--- src/design/vwbr_pkg.sv ---
// Shared types and constants for the vote window byte receiver.
// No dependencies; used by every module of the block.
`timescale 1ns / 1ps
`default_nettype none

package vwbr_pkg;

  // Field and register widths
  localparam int unsigned LINE_COUNT = 8;
  localparam int unsigned BYTE_W     = 8;
  localparam int unsigned CNT_W      = 10;
  localparam int unsigned STREAK_W   = 8;
  localparam int unsigned ATTEMPT_W  = 24;
  localparam int unsigned CFG_IDX_W  = 8;
  localparam int unsigned CFG_DATA_W = 24;

  // Register reset values
  localparam logic [CNT_W-1:0]     WINDOW_LENGTH_RST  = 10'd100;
  localparam logic [CNT_W-1:0]     MIN_VALID_HITS_RST = 10'd50;
  localparam logic [STREAK_W-1:0]  DROP_STREAK_RST    = 8'd10;
  localparam logic [ATTEMPT_W-1:0] DROP_CAP_RST       = 24'd2000000;

  // Configuration register indexes
  typedef enum logic [CFG_IDX_W-1:0] {
    CFG_WINDOW_LENGTH  = 8'd0,
    CFG_MIN_VALID_HITS = 8'd1,
    CFG_DROP_STREAK    = 8'd2,
    CFG_DROP_CAP       = 8'd3
  } cfg_idx_e;

  // Receiver phase
  typedef enum logic [1:0] {
    PH_IDLE   = 2'd0,
    PH_WINDOW = 2'd1,
    PH_DROP   = 2'd2
  } phase_e;

  // Control from the sequencer to the vote counter bank
  typedef struct packed {
    logic clear;
    logic count;
  } vwbr_bank_ctrl_t;

endpackage

`default_nettype wire

--- src/design/vwbr_vote_bank.sv ---
// Per-line vote counters and the three-quarter majority decision.
// Depends on vwbr_pkg.
`timescale 1ns / 1ps
`default_nettype none

module vwbr_vote_bank #(
  parameter int unsigned LineCount = vwbr_pkg::LINE_COUNT
) (
  input  wire logic                          clk_i,
  input  wire logic                          rst_ni,
  input  wire vwbr_pkg::vwbr_bank_ctrl_t     ctrl_i,
  input  wire logic [vwbr_pkg::BYTE_W-1:0]   data_i,
  input  wire logic [vwbr_pkg::CNT_W-1:0]    hits_i,
  output logic      [vwbr_pkg::BYTE_W-1:0]   byte_o
);
  import vwbr_pkg::*;

  // Only the first eight lines can ever vote
  localparam int unsigned UsedLines = (LineCount < BYTE_W) ? LineCount : BYTE_W;

  logic [CNT_W-1:0]   votes_q   [UsedLines];
  logic [CNT_W-1:0]   votes_upd [UsedLines];
  logic [CNT_W-1:0]   votes_d   [UsedLines];
  logic [CNT_W+1:0]   hits_x3;

  // hits * 3 as hits + 2 * hits
  assign hits_x3 = {2'b00, hits_i} + {1'b0, hits_i, 1'b0};

  for (genvar i = 0; i < BYTE_W; i++) begin : g_line
    if (i < UsedLines) begin : g_used
      // Advance the counter on a strobe sample when the line is active
      assign votes_upd[i] = ctrl_i.count ? (votes_q[i] + {{(CNT_W-1){1'b0}}, data_i[i]})
                                         : votes_q[i];
      assign votes_d[i]   = ctrl_i.clear ? '0 : votes_upd[i];
      // Set the bit when votes * 4 > hits * 3
      assign byte_o[i]    = {votes_upd[i], 2'b00} > hits_x3;

      always_ff @(posedge clk_i or negedge rst_ni) begin
        if (!rst_ni) begin
          votes_q[i] <= '0;
        end else begin
          votes_q[i] <= votes_d[i];
        end
      end
    end else begin : g_unused
      assign byte_o[i] = 1'b0;
    end
  end

endmodule

`default_nettype wire

--- src/design/vote_window_byte_receiver_core.sv ---
// The byte is registered and shown on the output in the cycle after the last sample of
// its window is accepted. Throughput: one sample per cycle; the single output register
// only stalls input while a result waits and out_ready_i is low.
// Reset: asynchronous, active low; configuration registers return to their defaults, the
// receiver goes idle and no result is pending.
`timescale 1ns / 1ps
`default_nettype none

module vote_window_byte_receiver_core #(
  parameter int unsigned LineCount = vwbr_pkg::LINE_COUNT
) (
  input  wire logic                              clk_i,
  input  wire logic                              rst_ni,
  // configuration write channel
  input  wire logic                              cfg_valid_i,
  output logic                                   cfg_ready_o,
  input  wire logic [vwbr_pkg::CFG_IDX_W-1:0]    cfg_index_i,
  input  wire logic [vwbr_pkg::CFG_DATA_W-1:0]   cfg_data_i,
  // sample input channel
  input  wire logic                              in_valid_i,
  output logic                                   in_ready_o,
  input  wire logic                              strobe_active_i,
  input  wire logic [vwbr_pkg::BYTE_W-1:0]       data_active_i,
  // result output channel
  output logic                                   out_valid_o,
  input  wire logic                              out_ready_i,
  output logic      [vwbr_pkg::BYTE_W-1:0]       received_byte_o,
  output logic      [vwbr_pkg::CNT_W-1:0]        window_hits_o
);
  import vwbr_pkg::*;

  // Configuration registers
  logic [CNT_W-1:0]     win_len_q;
  logic [CNT_W-1:0]     min_hits_q;
  logic [STREAK_W-1:0]  streak_need_q;
  logic [ATTEMPT_W-1:0] attempt_cap_q;

  // Receiver state
  phase_e               phase_q, phase_d;
  logic [CNT_W-1:0]     idx_q, idx_d;
  logic [CNT_W-1:0]     hits_q, hits_d;
  logic [STREAK_W-1:0]  streak_q, streak_d;
  logic [ATTEMPT_W-1:0] attempts_q, attempts_d;

  // Output register
  logic                 out_valid_q;
  logic [BYTE_W-1:0]    byte_q;
  logic [CNT_W-1:0]     out_hits_q;

  logic                 in_acc;
  logic                 emit;
  vwbr_bank_ctrl_t      bank_ctrl;
  logic [BYTE_W-1:0]    bank_byte;
  logic [CNT_W-1:0]     win_len_eff;
  logic [STREAK_W-1:0]  streak_need_eff;
  logic [ATTEMPT_W-1:0] attempt_cap_eff;
  logic [CNT_W-1:0]     hits_inc;
  logic [CNT_W-1:0]     idx_inc;
  logic [STREAK_W-1:0]  streak_sat;
  logic [ATTEMPT_W-1:0] attempts_sat;
  logic                 low_done;

  assign cfg_ready_o = 1'b1;
  assign in_ready_o  = !out_valid_q || out_ready_i;
  assign in_acc      = in_valid_i && in_ready_o;

  // Write configuration registers
  always_ff @(posedge clk_i or negedge rst_ni) begin
    if (!rst_ni) begin
      win_len_q     <= WINDOW_LENGTH_RST;
      min_hits_q    <= MIN_VALID_HITS_RST;
      streak_need_q <= DROP_STREAK_RST;
      attempt_cap_q <= DROP_CAP_RST;
    end else if (cfg_valid_i) begin
      case (cfg_index_i)
        CFG_WINDOW_LENGTH:  win_len_q     <= cfg_data_i[CNT_W-1:0];
        CFG_MIN_VALID_HITS: min_hits_q    <= cfg_data_i[CNT_W-1:0];
        CFG_DROP_STREAK:    streak_need_q <= cfg_data_i[STREAK_W-1:0];
        CFG_DROP_CAP:       attempt_cap_q <= cfg_data_i[ATTEMPT_W-1:0];
        default: ;
      endcase
    end
  end

  // Zero window length, drop streak and drop cap settings behave as one
  assign win_len_eff     = (win_len_q == '0) ? CNT_W'(1) : win_len_q;
  assign streak_need_eff = (streak_need_q == '0) ? STREAK_W'(1) : streak_need_q;
  assign attempt_cap_eff = (attempt_cap_q == '0) ? ATTEMPT_W'(1) : attempt_cap_q;

  assign hits_inc     = hits_q + {{(CNT_W-1){1'b0}}, strobe_active_i};
  assign idx_inc      = idx_q + CNT_W'(1);
  assign streak_sat   = (streak_q == '1) ? streak_q : streak_q + STREAK_W'(1);
  assign attempts_sat = (attempts_q == '1) ? attempts_q : attempts_q + ATTEMPT_W'(1);
  assign low_done     = !strobe_active_i && (streak_sat >= streak_need_eff);

  // Sequence the phases for each accepted sample
  always_comb begin
    phase_d    = phase_q;
    idx_d      = idx_q;
    hits_d     = hits_q;
    streak_d   = streak_q;
    attempts_d = attempts_q;
    emit       = 1'b0;
    bank_ctrl  = '0;
    case (phase_q)
      PH_IDLE: begin
        if (in_acc && strobe_active_i) begin
          phase_d         = PH_WINDOW;
          idx_d           = '0;
          hits_d          = '0;
          bank_ctrl.clear = 1'b1;
        end
      end
      PH_WINDOW: begin
        if (in_acc) begin
          bank_ctrl.count = strobe_active_i;
          hits_d          = hits_inc;
          idx_d           = idx_inc;
          if (idx_inc >= win_len_eff) begin
            if (hits_inc > min_hits_q) begin
              emit       = 1'b1;
              streak_d   = '0;
              attempts_d = '0;
              phase_d    = PH_DROP;
            end else begin
              phase_d = PH_IDLE;
            end
          end
        end
      end
      PH_DROP: begin
        if (in_acc) begin
          streak_d = strobe_active_i ? '0 : streak_sat;
          if (low_done) begin
            phase_d = PH_IDLE;
          end else begin
            attempts_d = attempts_sat;
            if (attempts_sat >= attempt_cap_eff) begin
              phase_d = PH_IDLE;
            end
          end
        end
      end
      default: begin
        if (in_acc) begin
          phase_d = PH_IDLE;
        end
      end
    endcase
  end

  // Hold receiver state
  always_ff @(posedge clk_i or negedge rst_ni) begin
    if (!rst_ni) begin
      phase_q    <= PH_IDLE;
      idx_q      <= '0;
      hits_q     <= '0;
      streak_q   <= '0;
      attempts_q <= '0;
    end else begin
      phase_q    <= phase_d;
      idx_q      <= idx_d;
      hits_q     <= hits_d;
      streak_q   <= streak_d;
      attempts_q <= attempts_d;
    end
  end

  vwbr_vote_bank #(
    .LineCount(LineCount)
  ) u_vote_bank (
    .clk_i  (clk_i),
    .rst_ni (rst_ni),
    .ctrl_i (bank_ctrl),
    .data_i (data_active_i),
    .hits_i (hits_inc),
    .byte_o (bank_byte)
  );

  // Load the result on a decision, drop it once taken
  always_ff @(posedge clk_i or negedge rst_ni) begin
    if (!rst_ni) begin
      out_valid_q <= 1'b0;
    end else if (emit) begin
      out_valid_q <= 1'b1;
    end else if (out_ready_i) begin
      out_valid_q <= 1'b0;
    end
  end

  always_ff @(posedge clk_i) begin
    if (emit) begin
      byte_q     <= bank_byte;
      out_hits_q <= hits_inc;
    end
  end

  assign out_valid_o     = out_valid_q;
  assign received_byte_o = byte_q;
  assign window_hits_o   = out_hits_q;

endmodule

`default_nettype wire

--- config.mk ---
export PLATFORM = sky130hd
export DESIGN_NAME = vote_window_byte_receiver_core
export DESIGN_NICKNAME = d
export VERILOG_FILES = /design/src/design/vwbr_pkg.sv /design/src/design/vwbr_vote_bank.sv /design/src/design/vote_window_byte_receiver_core.sv
export SDC_FILE = /design/constraint.sdc
export NUM_CORES = 1
export LEC_CHECK = 0
export ABC_CLOCK_PERIOD_IN_PS = 4600
export BUFFER_PORTS_ARGS = -buffer_cell sky130_fd_sc_hd__buf_2
export CORE_ASPECT_RATIO = 1.1
export CORE_MARGIN = 2
export CORE_UTILIZATION = 25
export CTS_CLUSTER_DIAMETER = 120
export DETAILED_ROUTE_END_ITERATION = 8
export PLACE_DENSITY_LB_ADDON = 0.25
export SLEW_MARGIN = 25
export SYNTH_ARGS = -nofsm -noshare
export SYNTH_HDL_FRONTEND = slang
export SYNTH_SLANG_ARGS = --single-unit
--- constraint.sdc ---
create_clock -name clk_i -period 4.6 [get_ports clk_i]
set_input_delay 1.38 -clock clk_i [delete_from_list [all_inputs] [get_ports clk_i]]
set_output_delay 1.38 -clock clk_i [all_outputs]
set_load 0.01 [all_outputs]
==> impl_metrics.toml, run 1 <==
[status]
status = "finished, final reports clean"

[cts]
numCtsBuffers = 27
cts_tree = "done"
clk_path_buf_depth = 3
cts.reportedPaths.clkPinSlew_ps = 60
clk_latency_ps = 570
cts_root_buffer = "clkbuf_16"
h-tree-depth = 1
clock_sinks = 205

[timing]
relSlewSlack_pct = 40.3
setup_viol = 0
hold_slack_ps = 510
fmax_mhz = 230
hold_violations = 0
fin_crit_sh_pct = 94.5
slew_viol_final = 0
layout_min_cycle_time_ps = 4350
worst_pin_slew_ps = 896
fin_skew_ps = 20.2

[yosys]
netlist_area_um2 = 13400
async_flop_share_pct = 91.2
synth_edf_count = 18
synth-seq-cells = 205
synth_nets = 1569
synthDistinctLibCells = 68
synth_ff_type = "dfrtp_1"
syn-instance-count = 1359
avgSynthCellArea_um2 = 9.88
yosysWarnings = 0
synth_seq_area_share_pct = 39.0

[power_and_ir_drop]
ir_worst_vdd_v = 0.000313
pwr-share-seq_pct = 30.8
power_density_nw_per_um2 = 455
p_switching_mw = 2.55
combPwrFrac_pct = 40.1
p_int_mw = 4.93
leakage_nw = 7.72
swShare_pct = 34.1
power_frac_clock_pct = 29.1

[setup_path]
cp.required_ps = 4890
crit_arrival_ps = 4630
path_max_fanout = 5
startpoint_type = "input port"
critPathKind = "input port to register"
worst_setup_path_end_kind = "register"

[placement]
dpl-instance-area_um2 = 15400
dp.cells = 2166
gp_congestion = 0.792
dp_hpwl_um = 26400
port_buffers = 65

[global_route]
antenna_found_initial = 0
overflow = 0
grt_pass1_vias = 10535
grt_max_degree = 99
grt_pass1_wl_um = 57600
grt_usage_pct = 13.0

[floorplanning]
die_x_um = 225
rows = 89
core_area_um2 = 53300
dieArea_um2 = 55600
boundaryPins = 67
fp.dieH_um = 247
initial_core_util_pct = 25.2

[layout]
final_core_util_pct = 30.8
drive_above_1_share_pct = 21.5
fin_area_um2 = 16400
fillers = 5523
num_antenna_cells = 0
final_cell_mix = "dfrtp_1 (172), ha_1 (158), nand2_1 (99), buf_4 (99), and2_1 (82)"
layout_commonest_cell = "dfrtp_1"
layout.nets = 1727
final_cells = 2220
syn_to_final_growth_pct = 22.3

[hold_path]
hp-class = "register to register"

[drt]
drc = 0
drtIter0Drc = 505
wire_per_inst_um = 15.9
postRouteAntennaNets = 0
via_per_inst = 4.66
finalWirelength_um = 35400
vias = 10337
dr.pass1.iters = 5

[job]
maxCapViolCount = 0
==> power by group through the flow <==
stage	Sequential, mW	Combinational, mW	Clock [mW]
floorplan	2.28	1.94	0
global placement	2.32	2.97	0
detailed placement	2.33	3.02	0
CTS	2.30	3.04	2.25
global route	2.34	3.42	2.32
finish	2.30	3.00	2.17
==> critical path: stages <==
cell and delay, ps:
buf_2 140, ha_2 220, ha_4 300, inv_1 70, fa_1 470, nor2b_1 140, o21ai_1 80, a21oi_1 190
o21a_1 150, nor2_2 50, o21ai_4 190, xnor2_4 100, buf_4 160, buf_4 130, ha_1 280, a21oi_1 150
nor2b_1 60, o21ai_0 170, o211a_1 170, a41oi_1 40
==> cell type report <==
| type | instances | area [um^2] | share of cell area [%] |
|---|---|---|---|
| clock buffer | 41 | 808 | 4.92 |
| clock inverter | 9 | 103 | 0.625 |
| inverter | 68 | 255 | 1.55 |
| multi-input combinational | 1044 | 7940 | 48.4 |
| sequential | 205 | 5240 | 31.9 |
| tap | 682 | 853 | 5.20 |
| timing repair buffer | 171 | 1220 | 7.42 |
==> repair_timing <==
action | in CTS | in global routing
hold buffers | 0 | 0
buffers inserted | 0 | 4
setup endpoints to repair | 0 | 18
resized for setup | 0 | 14
==> flip-flops by register name (all words and copies together), names as in the netlist <==
| name | flops |
|---|---|
| window_hits_o | 10 |
| u_vote_bank.votes_q | 80 |
| out_valid_o | 1 |
| win_len_q | 10 |
| attempt_cap_q | 24 |
| hits_q | 10 |
| idx_q | 10 |
| streak_need_q | 8 |
| streak_q | 8 |
| received_byte_o | 8 |
| min_hits_q | 10 |
| phase_q | 2 |
| attempts_q | 24 |
==> layer usage <==
metal / vias to the layer above / GRT usage, % / wire length [um]
li1: 5207 / - / -
met1: 4962 / 17.7 / 17000
met2: 118 / 21.7 / 16600
met5: - / 0 / 0
met4: 0 / 3.16 / 851
met3: 50 / 1.88 / 973
==> worst paths after layout <==
| kind | start | to | slack [ps] | cells past startpoint |
|---|---|---|---|---|
| max in group asynchronous | rst_ni | win_len_q[6] | 2690 | 2 |
| hold / removal | min_hits_q[9] | min_hits_q[9] | 510 | 1 |
| hold reg to reg | min_hits_q[9] | min_hits_q[9] | 510 | 1 |
| setup / recovery | strobe_active_i | received_byte_o[5] | 250 | 20 |
| min in group asynchronous | rst_ni | u_vote_bank.votes_q[3] | 870 | 1 |
| setup reg to reg | attempts_q[10] | phase_q[1] | 740 | 15 |
==> kinds of logic (layout without fill, tap and decap cells) <==
group / Yosys count / in the layout / synth area share [%]
and+or+nand+nor: 463 / 463 / 18.3
other: 1 / 1 / 0.0279
xor gates and xnor gates: 112 / 112 / 7.31
muxes: 62 / 62 / 5.19
adders and majority gates: 164 / 164 / 15.3
buffers and inverters: 110 / 289 / 3.27
AOI/OAI and AO/OA: 242 / 242 / 11.6
DFF: 205 / 205 / 39.0
==> synth_stat cells, drive strengths merged (7+ instances only) <==
library cell / instances / share of area (%)
buf: 14 / 0.59
nand4: 58 / 2.7
nor2b: 13 / 0.66
inv: 68 / 1.9
dfstp: 15 / 2.9
nand3: 55 / 2.2
xor2: 41 / 2.7
nor3: 16 / 0.60
a31oi: 10 / 0.51
a21o: 29 / 1.6
a21oi: 51 / 1.9
nand2: 99 / 2.8
o31ai: 33 / 1.9
ha: 163 / 15
mux2: 61 / 5.1
and3: 21 / 0.98
edfxtp: 18 / 4.0
xnor2: 71 / 4.6
clkbuf: 28 / 0.78
a41oi: 7 / 0.46
or3: 8 / 0.37
dfrtp: 172 / 32
nor4: 12 / 0.65
and2: 84 / 3.9
nand2b: 9 / 0.42
nor2: 75 / 2.2
o21ai: 74 / 2.8
==> metrics by stage <==
| step | TNS [ps] | power [mW] | worst slack [ps] |
|---|---|---|---|
| after global routing | -37.4 | 8.08 | -37.4 |
| after floorplan | 0 | 4.22 | 19.3 |
| after CTS | 0 | 7.59 | 87.2 |
| after global placement | -13200 | 5.29 | -495 |
| final | 0 | 7.47 | 254 |
| after detailed placement | -15290 | 5.35 | -509 |
Power figures use the tool's default switching activity.
==> run 2, diff against run 1 <==
--- a/config.mk
+++ b/config.mk
@@ -8,9 +8,9 @@
 export ABC_CLOCK_PERIOD_IN_PS = 4600
 export BUFFER_PORTS_ARGS = -buffer_cell sky130_fd_sc_hd__buf_2
 export CORE_ASPECT_RATIO = 1.1
-export CORE_MARGIN = 2
 export CORE_UTILIZATION = 25
 export CTS_CLUSTER_DIAMETER = 120
+export CTS_CLUSTER_SIZE = 20
 export DETAILED_ROUTE_END_ITERATION = 8
 export PLACE_DENSITY_LB_ADDON = 0.25
 export SLEW_MARGIN = 25
==> impl_metrics.toml, run 2 (synthesis results as in run 1) <==
[cts]
cts_root_buffer = "clkbuf_16"
cts_tree = "done"
clk_latency_ps = 510
clock_sinks = 205
cts_hold_buf = 0
clk_path_buf_depth = 3
cts.reportedPaths.clkPinSlew_ps = 100
h-tree-depth = 1
numCtsBuffers = 14

[global_route]
grt_pass1_wl_um = 56500
overflow = 0
grt_max_degree = 92
grt_pass1_vias = 10354
antenna_found_initial = 0
grt_usage_pct = 12.9

[timing]
fin_crit_sh_pct = 95.4
slew_viol_final = 0
relSlewSlack_pct = 45.0
setup_ws_ps = 212
fmax_mhz = 228
hold_violations = 0
setup_viol = 0
worst_pin_slew_ps = 825
fin_skew_ps = 27.7
layout_min_cycle_time_ps = 4390

[placement]
post-place-ws_ps = -498
dp_hpwl_um = 25900
dp.cells = 2159
port_buffers = 65
gp_congestion = 0.803

[drt]
dr.pass1.iters = 5
finalWirelength_um = 34900
drtIter0Drc = 500
postRouteAntennaNets = 0
wire_per_inst_um = 15.9
vias = 10342
drc = 0
via_per_inst = 4.73

[setup_path]
cpMaxStageDelayCell = "or3_1"
critPathKind = "input port to register"
worst_setup_path_end_kind = "register"
cp_cell_sequence = "clkbuf_4, ha_4, buf_4, nand3_1, nor2_2, and3_4, nand3_1, xor2_1, inv_2, ha_1, or3_1, o21ai_0, a21oi_1, xnor2_2, buf_12, ha_1, nand4_1, nor2_1, a21oi_1, o211a_1, a41oi_1"
cp.required_ps = 4840
r2r_start = "attempts_q[10]"
rr_endpoint = "phase_q[1]"
path_max_fanout = 5
r2r_slack_ps = 650
startpoint_type = "input port"
critPathLaunch = "strobe_active_i"
crit_arrival_ps = 4630
reg2reg_depth = 14
max_stage_delay_ps = 360
crit_end = "received_byte_o[3]"

[layout]
final_cells = 2186
layout_commonest_cell = "dfrtp_1"
reg.largest.list = "u_vote_bank.votes_q x80, attempt_cap_q x24, attempts_q x24"
top_register = "u_vote_bank.votes_q"
largest_reg_flops = 80
num_antenna_cells = 0
layout.nets = 1713
syn_to_final_growth_pct = 18.6
drive_above_1_share_pct = 20.2
final_cell_mix = "dfrtp_1 (172), ha_1 (157), nand2_1 (99)"

[hold_path]
whs_path_depth = 1
hp-class = "register to register"

[power_and_ir_drop]
leakage_nw = 7.45
ir_worst_vdd_v = 0.000250
power_density_nw_per_um2 = 416

[floorplanning]
boundaryPins = 67
fp.dieH_um = 245
core_area_um2 = 52700
dieArea_um2 = 54600
rows = 88
die_x_um = 223
initial_core_util_pct = 25.5

[job]
maxCapViolCount = 0

[status]
status = "finished, final reports clean"
[run 2: power by group]
part           leakage, nW  total [mW]  switching (mW)  internal (mW)
combinational         4.65        3.02            1.48           1.54
clock                0.202        1.31           0.694          0.619
sequential            2.61        2.30           0.219           2.08
total                 7.45        6.63            2.39           4.24
[run 2: how the worst min path moves through the flow]
stage	endpoint	slack, ps	startpoint
4_1_cts	streak_need_q[2]	520	streak_need_q[2]
3_5_place_dp	streak_need_q[2]	500	streak_need_q[2]
6_report	win_len_q[0]	520	win_len_q[0]
3_3_place_gp	min_hits_q[3]	500	min_hits_q[3]
2_1_floorplan	hits_q[0]	470	hits_q[0]
5_1_grt	streak_need_q[2]	540	streak_need_q[2]
[run 2: area by class of cell]
class / count / area, um^2
multi-input combinational: 1044 / 7980
tap: 675 / 845
fill: 5485 / 36800
timing repair buffer: 170 / 1190
inverter: 68 / 255
sequential: 205 / 5240
clock inverter: 1 / 16.3
clock buffer: 23 / 405
[run 2: repair_timing]
item / in CTS / in global routing
setup buffers: 0 / 3
endpoints found under the setup margin: 0 / 36
resized for setup: 0 / 23
[run 2: metrics by stage]
stage / area [um^2] / power, mW / hold WS, ps / TNS, ps / utilization, %
floorplan: 13500 / 4.22 / 473 / 0 / -
global placement: 15400 / 5.31 / 495 / -12410 / 29.1
detailed placement: 15400 / 5.36 / 504 / -12860 / 29.1
CTS: 15800 / 6.72 / 523 / 0 / 29.9
global route: 15900 / 7.23 / 540 / -36.1 / 30.2
finish: 15900 / 6.63 / 516 / 0 / 30.2
[run 2: critical path: cells and delay by family]
kind / cells / cell delay, ps
simple gates: 7 / 1070
fa+ha+maj: 3 / 590
xor+xnor: 2 / 590
buf+inv: 4 / 500
compound gates: 5 / 520
[run 2: per-layer routing]
metal / vias up / track usage, % / part of all wire [%]
li1: 5154 / - / -
met1: 5030 / 17.8 / 49
met2: 124 / 21.6 / 46
met3: 34 / 1.64 / 2.5
met4: 0 / 2.68 / 1.8
met5: - / 0 / 0
